--- config.mk ---
export PLATFORM = sky130hd
export DESIGN_NAME = nonpreemptive_priority_scheduler
export DESIGN_NICKNAME = d
export VERILOG_FILES = /design/src/rtl/nps_pkg.sv /design/src/rtl/nonpreemptive_priority_scheduler.sv /design/src/rtl/nps_cell.sv /design/src/rtl/nps_pick.sv
export SDC_FILE = /design/constraint.sdc
export NUM_CORES = 1
export LEC_CHECK = 0
export ABC_AREA = 1
export BUFFER_PORTS_ARGS = -buffer_cell sky130_fd_sc_hd__buf_4
export CORE_MARGIN = 8
export CORE_UTILIZATION = 60
export CTS_BUF_LIST = sky130_fd_sc_hd__clkbuf_8
export DETAILED_ROUTE_END_ITERATION = 8
export GPL_TIMING_DRIVEN = 0
export PLACE_DENSITY = 0.78
export REMOVE_ABC_BUFFERS = 1
export SETUP_SLACK_MARGIN = 0.02
export SLEW_MARGIN = 20
export SYNTH_ARGS = -nofsm -noshare
export SYNTH_HDL_FRONTEND = slang
export SYNTH_SLANG_ARGS = --single-unit
--- constraint.sdc ---
create_clock -name clk_i -period 13.1 [get_ports clk_i]
set_input_delay 2.62 -clock clk_i [delete_from_list [all_inputs] [get_ports clk_i]]
set_output_delay 2.62 -clock clk_i [all_outputs]
set_load 0.01 [all_outputs]
--- src/rtl/nps_pkg.sv ---
// Shared widths, job record types and the scheduler's state encoding.
`default_nettype none
package nps_pkg;

  localparam int MaxProcs = 16;
  localparam int IdW      = 8;
  localparam int PrioW    = 8;
  localparam int BurstW   = 12;
  localparam int ArrW     = 12;
  localparam int OutTimeW = 17;
  localparam int SumW     = 21;
  // Internal time must hold the latest possible completion without wrapping.
  localparam int TimeW    = $clog2(MaxProcs * 4096 + 4096);
  localparam int IdxW     = $clog2(MaxProcs);
  localparam int CntW     = $clog2(MaxProcs + 1);

  typedef struct packed {
    logic [IdW-1:0]    id;
    logic [PrioW-1:0]  prio;
    logic [BurstW-1:0] burst;
    logic [ArrW-1:0]   arr;
  } job_t;

  typedef struct packed {
    logic valid;
    logic done;
    job_t job;
  } cell_t;

  typedef struct packed {
    logic            ready;
    logic [IdxW-1:0] idx;
    job_t            job;
  } pick_t;

  typedef enum logic [2:0] {
    StLoad = 3'b001,
    StScan = 3'b010,
    StSel  = 3'b100
  } state_e;

endpackage
`default_nettype wire

--- src/rtl/nonpreemptive_priority_scheduler.sv ---
// Top level: record loading, job ring, selection and result register.
// Job records load one beat per cycle into a ring of MaxProcs cells; a record
// past capacity is dropped and flags the batch as overflowed. The beat marked
// last starts the schedule. For each result the ring rotates once past the
// head comparator, cell by cell, then the select state picks the winner and
// computes its times once the result register is free. The next rotation runs
// while a result waits to be taken. After the last result the block is empty
// and takes a new batch; no input beat is taken while a batch is scheduled.
`default_nettype none
module nonpreemptive_priority_scheduler (
  input  wire logic                          clk_i,
  input  wire logic                          rst_ni,
  input  wire logic                          in_valid_i,
  output logic                               in_ready_o,
  input  wire logic [nps_pkg::IdW-1:0]       proc_id_i,
  input  wire logic [nps_pkg::PrioW-1:0]     priority_level_i,
  input  wire logic [nps_pkg::BurstW-1:0]    burst_time_i,
  input  wire logic [nps_pkg::ArrW-1:0]      arrival_time_i,
  input  wire logic                          last_item_i,
  output logic                               out_valid_o,
  input  wire logic                          out_ready_i,
  output logic [nps_pkg::IdW-1:0]            proc_id_out_o,
  output logic [nps_pkg::OutTimeW-1:0]       start_time_o,
  output logic [nps_pkg::OutTimeW-1:0]       completion_time_o,
  output logic [nps_pkg::OutTimeW-1:0]       waiting_time_o,
  output logic [nps_pkg::OutTimeW-1:0]       turnaround_time_o,
  output logic [nps_pkg::SumW-1:0]           sum_completion_o,
  output logic [nps_pkg::SumW-1:0]           sum_waiting_o,
  output logic [nps_pkg::SumW-1:0]           sum_turnaround_o,
  output logic                               overflowed_o,
  output logic                               last_result_o
);

  localparam int MaxProcs = nps_pkg::MaxProcs;
  localparam int TimeW    = nps_pkg::TimeW;
  localparam int IdxW     = nps_pkg::IdxW;
  localparam int CntW     = nps_pkg::CntW;
  localparam int SumW     = nps_pkg::SumW;
  localparam int OutTimeW = nps_pkg::OutTimeW;

  nps_pkg::state_e       state_q, state_d;
  logic [CntW-1:0]       cnt_q, cnt_d, emit_q, emit_d;
  logic                  ovf_q, ovf_d;
  logic [TimeW-1:0]      time_q, time_d;
  logic [IdxW-1:0]       scan_q, scan_d;
  logic [SumW-1:0]       sc_q, sc_d, sw_q, sw_d, st_q, st_d;
  logic                  out_valid_q, out_valid_d;

  logic                  in_acc, room, sel_go, is_last, scanning;
  nps_pkg::job_t         in_job;
  nps_pkg::pick_t        pick;
  nps_pkg::cell_t        cells [MaxProcs];
  logic [TimeW-1:0]      start_t, comp_t, wait_t, tat_t;

  assign in_ready_o = (state_q == nps_pkg::StLoad);
  assign in_acc     = in_valid_i && in_ready_o;
  assign room       = cnt_q < CntW'(MaxProcs);
  assign scanning   = (state_q == nps_pkg::StScan);
  assign sel_go     = (state_q == nps_pkg::StSel) && (!out_valid_q || out_ready_i);
  assign is_last    = (CntW'(emit_q + CntW'(1)) == cnt_q);

  assign in_job = '{id: proc_id_i, prio: priority_level_i,
                    burst: burst_time_i, arr: arrival_time_i};

  // Ring: each cell takes its upper neighbor, the head wraps to the tail.
  for (genvar k = 0; k < MaxProcs; k++) begin : g_cell
    nps_cell u_cell (
      .clk_i      (clk_i),
      .rst_ni     (rst_ni),
      .clear_i    (sel_go && is_last),
      .load_i     (in_acc && room && (cnt_q == CntW'(k))),
      .load_job_i (in_job),
      .shift_i    (scanning),
      .mark_i     (sel_go && (pick.idx == IdxW'(k))),
      .nbr_i      (cells[(k + 1) % MaxProcs]),
      .cell_o     (cells[k])
    );
  end

  nps_pick u_pick (
    .clk_i   (clk_i),
    .rst_ni  (rst_ni),
    .step_i  (scanning),
    .first_i (scan_q == '0),
    .idx_i   (scan_q),
    .time_i  (time_q),
    .head_i  (cells[0]),
    .pick_o  (pick)
  );

  // With nothing ready, jump across the idle gap to the earliest arrival.
  assign start_t = pick.ready ? time_q : TimeW'(pick.job.arr);
  assign comp_t  = start_t + TimeW'(pick.job.burst);
  assign wait_t  = start_t - TimeW'(pick.job.arr);
  assign tat_t   = comp_t - TimeW'(pick.job.arr);

  always_comb begin
    state_d     = state_q;
    cnt_d       = cnt_q;
    emit_d      = emit_q;
    ovf_d       = ovf_q;
    time_d      = time_q;
    scan_d      = scan_q;
    sc_d        = sc_q;
    sw_d        = sw_q;
    st_d        = st_q;
    out_valid_d = out_valid_q && !out_ready_i;
    unique case (state_q)
      nps_pkg::StLoad: begin
        if (in_acc) begin
          if (room) begin
            cnt_d = CntW'(cnt_q + CntW'(1));
          end else begin
            ovf_d = 1'b1;
          end
          if (last_item_i) begin
            state_d = nps_pkg::StScan;
            scan_d  = '0;
          end
        end
      end
      nps_pkg::StScan: begin
        scan_d = IdxW'(scan_q + IdxW'(1));
        if (scan_q == IdxW'(MaxProcs - 1)) begin
          state_d = nps_pkg::StSel;
        end
      end
      nps_pkg::StSel: begin
        if (sel_go) begin
          out_valid_d = 1'b1;
          if (is_last) begin
            state_d = nps_pkg::StLoad;
            cnt_d   = '0;
            emit_d  = '0;
            ovf_d   = 1'b0;
            time_d  = '0;
            sc_d    = '0;
            sw_d    = '0;
            st_d    = '0;
          end else begin
            state_d = nps_pkg::StScan;
            scan_d  = '0;
            emit_d  = CntW'(emit_q + CntW'(1));
            time_d  = comp_t;
            sc_d    = SumW'(sc_q + SumW'(comp_t));
            sw_d    = SumW'(sw_q + SumW'(wait_t));
            st_d    = SumW'(st_q + SumW'(tat_t));
          end
        end
      end
      default: state_d = nps_pkg::StLoad;
    endcase
  end

  always_ff @(posedge clk_i or negedge rst_ni) begin
    if (!rst_ni) begin
      state_q     <= nps_pkg::StLoad;
      cnt_q       <= '0;
      emit_q      <= '0;
      ovf_q       <= 1'b0;
      time_q      <= '0;
      scan_q      <= '0;
      sc_q        <= '0;
      sw_q        <= '0;
      st_q        <= '0;
      out_valid_q <= 1'b0;
    end else begin
      state_q     <= state_d;
      cnt_q       <= cnt_d;
      emit_q      <= emit_d;
      ovf_q       <= ovf_d;
      time_q      <= time_d;
      scan_q      <= scan_d;
      sc_q        <= sc_d;
      sw_q        <= sw_d;
      st_q        <= st_d;
      out_valid_q <= out_valid_d;
    end
  end

  // Result register: load a beat when the winner is taken.
  always_ff @(posedge clk_i) begin
    if (sel_go) begin
      proc_id_out_o     <= pick.job.id;
      start_time_o      <= OutTimeW'(start_t);
      completion_time_o <= OutTimeW'(comp_t);
      waiting_time_o    <= OutTimeW'(wait_t);
      turnaround_time_o <= OutTimeW'(tat_t);
      sum_completion_o  <= SumW'(sc_q + SumW'(comp_t));
      sum_waiting_o     <= SumW'(sw_q + SumW'(wait_t));
      sum_turnaround_o  <= SumW'(st_q + SumW'(tat_t));
      overflowed_o      <= ovf_q;
      last_result_o     <= is_last;
    end
  end

  assign out_valid_o = out_valid_q;

endmodule
`default_nettype wire

--- src/rtl/nps_cell.sv ---
// One slot of the job ring: holds a record and passes it to its neighbor.
`default_nettype none
module nps_cell (
  input  wire logic          clk_i,
  input  wire logic          rst_ni,
  input  wire logic          clear_i,
  input  wire logic          load_i,
  input  wire nps_pkg::job_t load_job_i,
  input  wire logic          shift_i,
  input  wire logic          mark_i,
  input  wire nps_pkg::cell_t nbr_i,
  output nps_pkg::cell_t     cell_o
);

  logic          valid_q, valid_d;
  logic          done_q, done_d;
  nps_pkg::job_t job_q, job_d;

  always_comb begin
    valid_d = valid_q;
    done_d  = done_q;
    job_d   = job_q;
    priority if (clear_i) begin
      valid_d = 1'b0;
      done_d  = 1'b0;
    end else if (load_i) begin
      valid_d = 1'b1;
      done_d  = 1'b0;
      job_d   = load_job_i;
    end else if (shift_i) begin
      valid_d = nbr_i.valid;
      done_d  = nbr_i.done;
      job_d   = nbr_i.job;
    end else if (mark_i) begin
      done_d = 1'b1;
    end
  end

  always_ff @(posedge clk_i or negedge rst_ni) begin
    if (!rst_ni) begin
      valid_q <= 1'b0;
      done_q  <= 1'b0;
    end else begin
      valid_q <= valid_d;
      done_q  <= done_d;
    end
  end

  always_ff @(posedge clk_i) begin
    job_q <= job_d;
  end

  assign cell_o = '{valid: valid_q, done: done_q, job: job_q};

endmodule
`default_nettype wire

--- src/rtl/nps_pick.sv ---
// Comparator at the ring head: tracks the best ready job and the earliest future job.
`default_nettype none
module nps_pick (
  input  wire logic                         clk_i,
  input  wire logic                         rst_ni,
  input  wire logic                         step_i,
  input  wire logic                         first_i,
  input  wire logic [nps_pkg::IdxW-1:0]     idx_i,
  input  wire logic [nps_pkg::TimeW-1:0]    time_i,
  input  wire nps_pkg::cell_t               head_i,
  output nps_pkg::pick_t                    pick_o
);

  logic                     rdy_found_q, rdy_found_d;
  logic                     fut_found_q, fut_found_d;
  nps_pkg::job_t            rdy_job_q, rdy_job_d, fut_job_q, fut_job_d;
  logic [nps_pkg::IdxW-1:0] rdy_idx_q, rdy_idx_d, fut_idx_q, fut_idx_d;
  logic                     cand, is_ready, rdy_better, fut_better;

  assign cand     = head_i.valid && !head_i.done;
  assign is_ready = nps_pkg::TimeW'(head_i.job.arr) <= time_i;

  // Strict compares keep the earlier load position on full ties.
  assign rdy_better = !rdy_found_d ||
                      (head_i.job.prio < rdy_job_q.prio) ||
                      ((head_i.job.prio == rdy_job_q.prio) &&
                       (head_i.job.arr < rdy_job_q.arr));
  assign fut_better = !fut_found_d ||
                      (head_i.job.arr < fut_job_q.arr) ||
                      ((head_i.job.arr == fut_job_q.arr) &&
                       (head_i.job.prio < fut_job_q.prio));

  always_comb begin
    rdy_found_d = first_i ? 1'b0 : rdy_found_q;
    fut_found_d = first_i ? 1'b0 : fut_found_q;
    rdy_job_d   = rdy_job_q;
    fut_job_d   = fut_job_q;
    rdy_idx_d   = rdy_idx_q;
    fut_idx_d   = fut_idx_q;
    if (cand && is_ready && rdy_better) begin
      rdy_job_d = head_i.job;
      rdy_idx_d = idx_i;
    end
    if (cand && !is_ready && fut_better) begin
      fut_job_d = head_i.job;
      fut_idx_d = idx_i;
    end
  end

  always_ff @(posedge clk_i or negedge rst_ni) begin
    if (!rst_ni) begin
      rdy_found_q <= 1'b0;
      fut_found_q <= 1'b0;
    end else if (step_i) begin
      rdy_found_q <= rdy_found_d || (cand && is_ready);
      fut_found_q <= fut_found_d || (cand && !is_ready);
    end
  end

  always_ff @(posedge clk_i) begin
    if (step_i) begin
      rdy_job_q <= rdy_job_d;
      fut_job_q <= fut_job_d;
      rdy_idx_q <= rdy_idx_d;
      fut_idx_q <= fut_idx_d;
    end
  end

  assign pick_o.ready = rdy_found_q;
  assign pick_o.idx   = rdy_found_q ? rdy_idx_q : fut_idx_q;
  assign pick_o.job   = rdy_found_q ? rdy_job_q : fut_job_q;

endmodule
`default_nettype wire

==> results.md <==
Die:
- The count of pins on the block boundary is around 190.
- The floorplan step defined a core boundary enclosing between 70000 and 80000 sq um.
- In this run the horizontal extent of the chip is around 290 um.
- The initial standard-cell utilization of the core is 0.6056.
- The count of standard-cell rows is roughly 100.
- The floorplan step defined a die boundary enclosing about 86000 sq um.
- The die is between 200 and 300 um tall.

Layout:
- The layout has about 5600 filler cells.
- The final layout contains a little under 5000 nets.
- The area growth from synthesis to layout is 12.76%.
- Of the cells placed in the final design, the portion with a size suffix greater than 1 is 0.1054.
- The post-layout instance area is 51780 sq um.
- For this run, the share of the core covered by cells in the final layout is 0.6829.

Global route:
- The via count of the first global-routing pass is between 30000 and 40000.
- The initial antenna violation count is 1.
- The met3 demand-to-capacity share in global routing is 0.05428.
- In the global route stage, met2 resource usage came out at 0.4462.
- The total overflow left after global routing is 0.
- The largest net degree at the start of global routing is 90.
- For met1 alone, demand over resource in global routing was 0.3576.
- The global-route wire length before repair is approximately 180000 um.
- The peak-usage layer in the global routing report is met2.
- The global-route usage over all layers is 0.2748.

Min path:
- The hold path depth is 0.
- The path class of the tightest hold or removal check is register to register.

Worst setup path:
- The worst path required time is around 14000 ps.
- For the worst setup path, the data arrival time is around 7200 ps.
- The startpoint type of the worst setup path is a register.
- The worst reg-to-reg path cell count is 24.
- The setup path with the least slack is of type register to register.
- The type of element capturing the critical path is a register.
- Along the worst path, the maximum fanout reaches 57.

Place:
- The number of buffers added on ports is 187.
- The congestion estimate from routability-driven global placement came to between 0.9 and 1.
- The area after detailed placement is about 49000 sq um.
- The post-detailed-placement half-perimeter wirelength is 76320 um.

Clock tree:
- The number of setup buffers added after CTS is 0.
- The longest clock path from root to sink contains 3 buffers.
- The tree is rooted in a sky130_fd_sc_hd__clkbuf_8.
- The number of gates resized after CTS is 0.
- Clock-pin slew was measured on the worst setup and hold paths at about 60 ps.
- The number of H-tree levels is 4.
- Clock tree synthesis found a total of roughly 1000 sinks.
- For this design, the CTS-stage hold fixing added 0 buffers.
- Clock tree synthesis inserted a total of around 160 buffers.
- The clock tree from TritonCTS is yes.
- Clock latency on the worst-skew pair, taken at its later pin, is ~800 ps.

Synthesis:
- Of the synthesized area, sequential elements account for 0.6408.
- The number of cells produced by synthesis is ~4400.
- The per-instance average area after synthesis is 10.38 sq um.
- The fraction of the mapped netlist area in compound gates is 0.1039.
- The flip-flop and latch count after synthesis is approximately 1000.
- The post-synthesis share of cell area spent on full adders, half adders and majority gates is 0.04212.
- The count of cell types in the netlist is 38.
- The largest family of logic cells by synthesized area is simple AND/OR/NAND/NOR gates.
- The post-synthesis cell area is 45920 sq um.
- Of the total synthesized cell area, the portion taken by XOR and XNOR cells is 0.01507.
- Of the total synthesized cell area, the portion taken by AND, OR, NAND and NOR gates is 0.1546.
- The count of synthesis-stage warnings from yosys is 0.
- After synthesis, the share of cell area in mux cells is 0.

STA:
- The post-route clock skew is 41.34 ps.
- For the finished layout, the period the worst path requires is between 6000 and 7000 ps.
- Setup repair after global routing left no endpoint under its margin.
- The number of endpoints with negative hold slack in the final report was 0.
- The peak clock frequency supported by timing is 149.6 MHz.
- The remaining max-slew budget at the tightest pin is 0.2782.
- The final worst-path cycle share is 0.5104.
- At the pin with the least slew margin, the transition time is about 1100 ps.
- Hold is met by between 400 and 500 ps.
- The count of pins over their slew limit is 0.
- In the final timing run, aggregate negative setup slack is 0 ps.
- Setup violations remaining at the end of the flow were counted as 0.

Outcome:
- The flow ran to the end, and the final reports show no timing, DRC or antenna violations.

Route:
- The first routing iteration left 3472 violations.
- In the routed layout, each cell is associated on average with a via count of a little under 6.
- Wires add up to between 100000 and 150000 um.
- After detailed routing, the number of remaining DRC violations is 0.
- The detailed-route via count is 33204.
- The final antenna-violating net count is 0.
- Dividing the detail-routed wire length by the instance count gives just over 20 um.
- The pre-antenna-repair detailed-routing pass consisted of 6 iterations.

Run:
- The tool flagged a number of max-cap violations equal to 0.

Power:
- Across the VDD grid, the largest voltage drop is 0.1853 mV.
- In this run the static leakage power is 22.32 nW.
- Overall power consumption after layout is estimated at roughly 14 mW.
- Power spread over the standard cell area amounts to about 270 nW/um^2.
[registers in the layout, indices dropped and copies added (netlist names), 21 cells and up]
| name | cells |
|---|---|
| u_pick.fut_job_q | 40 |
| sum_completion_o | 21 |
| sc_q | 21 |
| sum_turnaround_o | 21 |
| st_q | 21 |
| g_cell.u_cell.cell_o | 640 |
| sum_waiting_o | 21 |
| u_pick.rdy_job_q | 40 |
| sw_q | 21 |
[synthesized netlist by cell type]
cell / instances / area (sq um)
sky130_fd_sc_hd__nand4_1: 53 / 331.6
sky130_fd_sc_hd__nor4_1: 8 / 50.05
sky130_fd_sc_hd__xor2_1: 68 / 595.6
sky130_fd_sc_hd__nand3_1: 125 / 625.6
sky130_fd_sc_hd__fa_1: 6 / 120.1
sky130_fd_sc_hd__xnor2_1: 11 / 96.34
sky130_fd_sc_hd__a21o_1: 11 / 82.58
sky130_fd_sc_hd__nor2_4: 3 / 33.78
sky130_fd_sc_hd__nor3_4: 4 / 65.06
sky130_fd_sc_hd__dfstp_2: 1 / 26.28
sky130_fd_sc_hd__clkbuf_1: 167 / 626.9
sky130_fd_sc_hd__a21boi_0: 6 / 45.04
sky130_fd_sc_hd__nor3_1: 23 / 115.1
sky130_fd_sc_hd__or2_2: 10 / 62.56
sky130_fd_sc_hd__ha_1: 145 / 1814
sky130_fd_sc_hd__o22ai_1: 9 / 56.30
sky130_fd_sc_hd__o21ai_0: 491 / 2457
sky130_fd_sc_hd__dfrtp_1: 132 / 3303
sky130_fd_sc_hd__o211ai_1: 17 / 127.6
sky130_fd_sc_hd__nand2_2: 7 / 43.79
sky130_fd_sc_hd__o21bai_1: 11 / 82.58
sky130_fd_sc_hd__inv_1: 288 / 1081
sky130_fd_sc_hd__buf_6: 3 / 33.78
sky130_fd_sc_hd__a21oi_1: 131 / 655.6
sky130_fd_sc_hd__and3_1: 3 / 18.77
sky130_fd_sc_hd__nor3_2: 3 / 30.03
sky130_fd_sc_hd__buf_2: 41 / 205.2
sky130_fd_sc_hd__clkinv_1: 2 / 7.510
sky130_fd_sc_hd__a31oi_1: 13 / 81.33
sky130_fd_sc_hd__nor2_1: 156 / 585.6
sky130_fd_sc_hd__o21a_1: 5 / 37.54
sky130_fd_sc_hd__inv_2: 11 / 41.29
sky130_fd_sc_hd__edfxtp_1: 869 / 26100
sky130_fd_sc_hd__o21ai_1: 229 / 1146
sky130_fd_sc_hd__buf_1: 1 / 3.750
sky130_fd_sc_hd__nand2_1: 1357 / 5094
sky130_fd_sc_hd__or2_0: 1 / 6.260
sky130_fd_sc_hd__nand3b_1: 5 / 37.54
[cell usage in the layout (no fill, tap or decap), drive strengths merged, types with 47 or more instances in the layout]
master  synthesis  routed
inv           299     353
xor2           68      68
nand2        1364    1364
edfxtp        869     869
ha            145     145
clkinv          2      47
nand3         125     125
nor2          159     159
nand4          53      53
dfrtp         132     132
o21ai         720     720
clkbuf        167     169
a21oi         131     131
buf            45     234
[where the power goes]
group	internal, mW	leakage (nW)	switching [mW]
clock	1.25	1.66	1.24
combinational	1.88	10.9	4.18
sequential	5.09	9.73	0.423
[critical path, cell delays in order (launching register included)]
cell and delay [ps]:
sky130_fd_sc_hd__dfrtp_4 930, sky130_fd_sc_hd__inv_2 320, sky130_fd_sc_hd__buf_12 270, sky130_fd_sc_hd__nand2_1 120, sky130_fd_sc_hd__nand2_1 100, sky130_fd_sc_hd__ha_1 250
sky130_fd_sc_hd__fa_1 450, sky130_fd_sc_hd__nand3_1 100, sky130_fd_sc_hd__nand3_1 160, sky130_fd_sc_hd__xor2_1 550, sky130_fd_sc_hd__ha_1 430, sky130_fd_sc_hd__a21oi_1 340
sky130_fd_sc_hd__a21boi_0 310, sky130_fd_sc_hd__o21ai_0 200, sky130_fd_sc_hd__a21oi_1 200, sky130_fd_sc_hd__xor2_1 330, sky130_fd_sc_hd__ha_1 360, sky130_fd_sc_hd__a21oi_1 240
sky130_fd_sc_hd__o21ai_0 180, sky130_fd_sc_hd__a21oi_1 140, sky130_fd_sc_hd__nand2_1 140, sky130_fd_sc_hd__nand2_1 120, sky130_fd_sc_hd__nand2_1 50, sky130_fd_sc_hd__nand2_1 50
sky130_fd_sc_hd__nand2_1 70
[path summary, 6_finish.rpt]
path / slack (ps) / end / startpoint
hold / removal: 460 / overflowed_o$_DFFE_PP_ / ovf_q$_DFFE_PN0P_
hold reg to reg: 460 / overflowed_o$_DFFE_PP_ / ovf_q$_DFFE_PN0P_
setup / recovery: 6410 / sum_turnaround_o[18]$_DFFE_PP_ / u_pick.rdy_found_q$_DFFE_PN0P_
min in group asynchronous: 1740 / sc_q[19]$_DFFE_PN0P_ / rst_ni
setup reg to reg: 6410 / sum_turnaround_o[18]$_DFFE_PP_ / u_pick.rdy_found_q$_DFFE_PN0P_
max in group asynchronous: 10520 / u_pick.rdy_found_q$_DFFE_PN0P_ / rst_ni
[kinds of logic (layout without fill, tap and decap cells)]
| group | after synthesis | in the layout |
|---|---|---|
| other | 0 | 1 |
| AOI/OAI and AO/OA | 923 | 923 |
| buffers and inverters | 513 | 814 |
| adders and majority gates | 151 | 151 |
| and+or+nand+nor | 1758 | 1758 |
| xor gates and xnor gates | 79 | 79 |
| DFF | 1002 | 1002 |
[layout make-up]
class	instances	area [sq um]	area share
diodes	1	2.502	0.00004833
clock buffers	169	2326	0.04492
clock inverters	110	573.1	0.01107
inverters	301	1166	0.02252
multi-input cells	2911	14680	0.2836
flip-flops and latches	1002	29430	0.5683
well taps	978	1224	0.02363
repair buffers	234	2379	0.04593
[metrics by stage]
step           std cells  setup WS, ps
3_5_place_dp        5426          6357
2_1_floorplan       4214          5146
5_1_grt             5706          6079
6_report            5706          6414
3_3_place_gp        5379          1861
4_1_cts             5705          6380
[routing by layer]
layer / vias to the layer above / wire length [um]
met5: - / 0
met4: 0 / 5337
met3: 302 / 11000
met2: 1668 / 55530
met1: 15615 / 46530
li1: 15619 / -
Power figures use the tool's default switching activity.
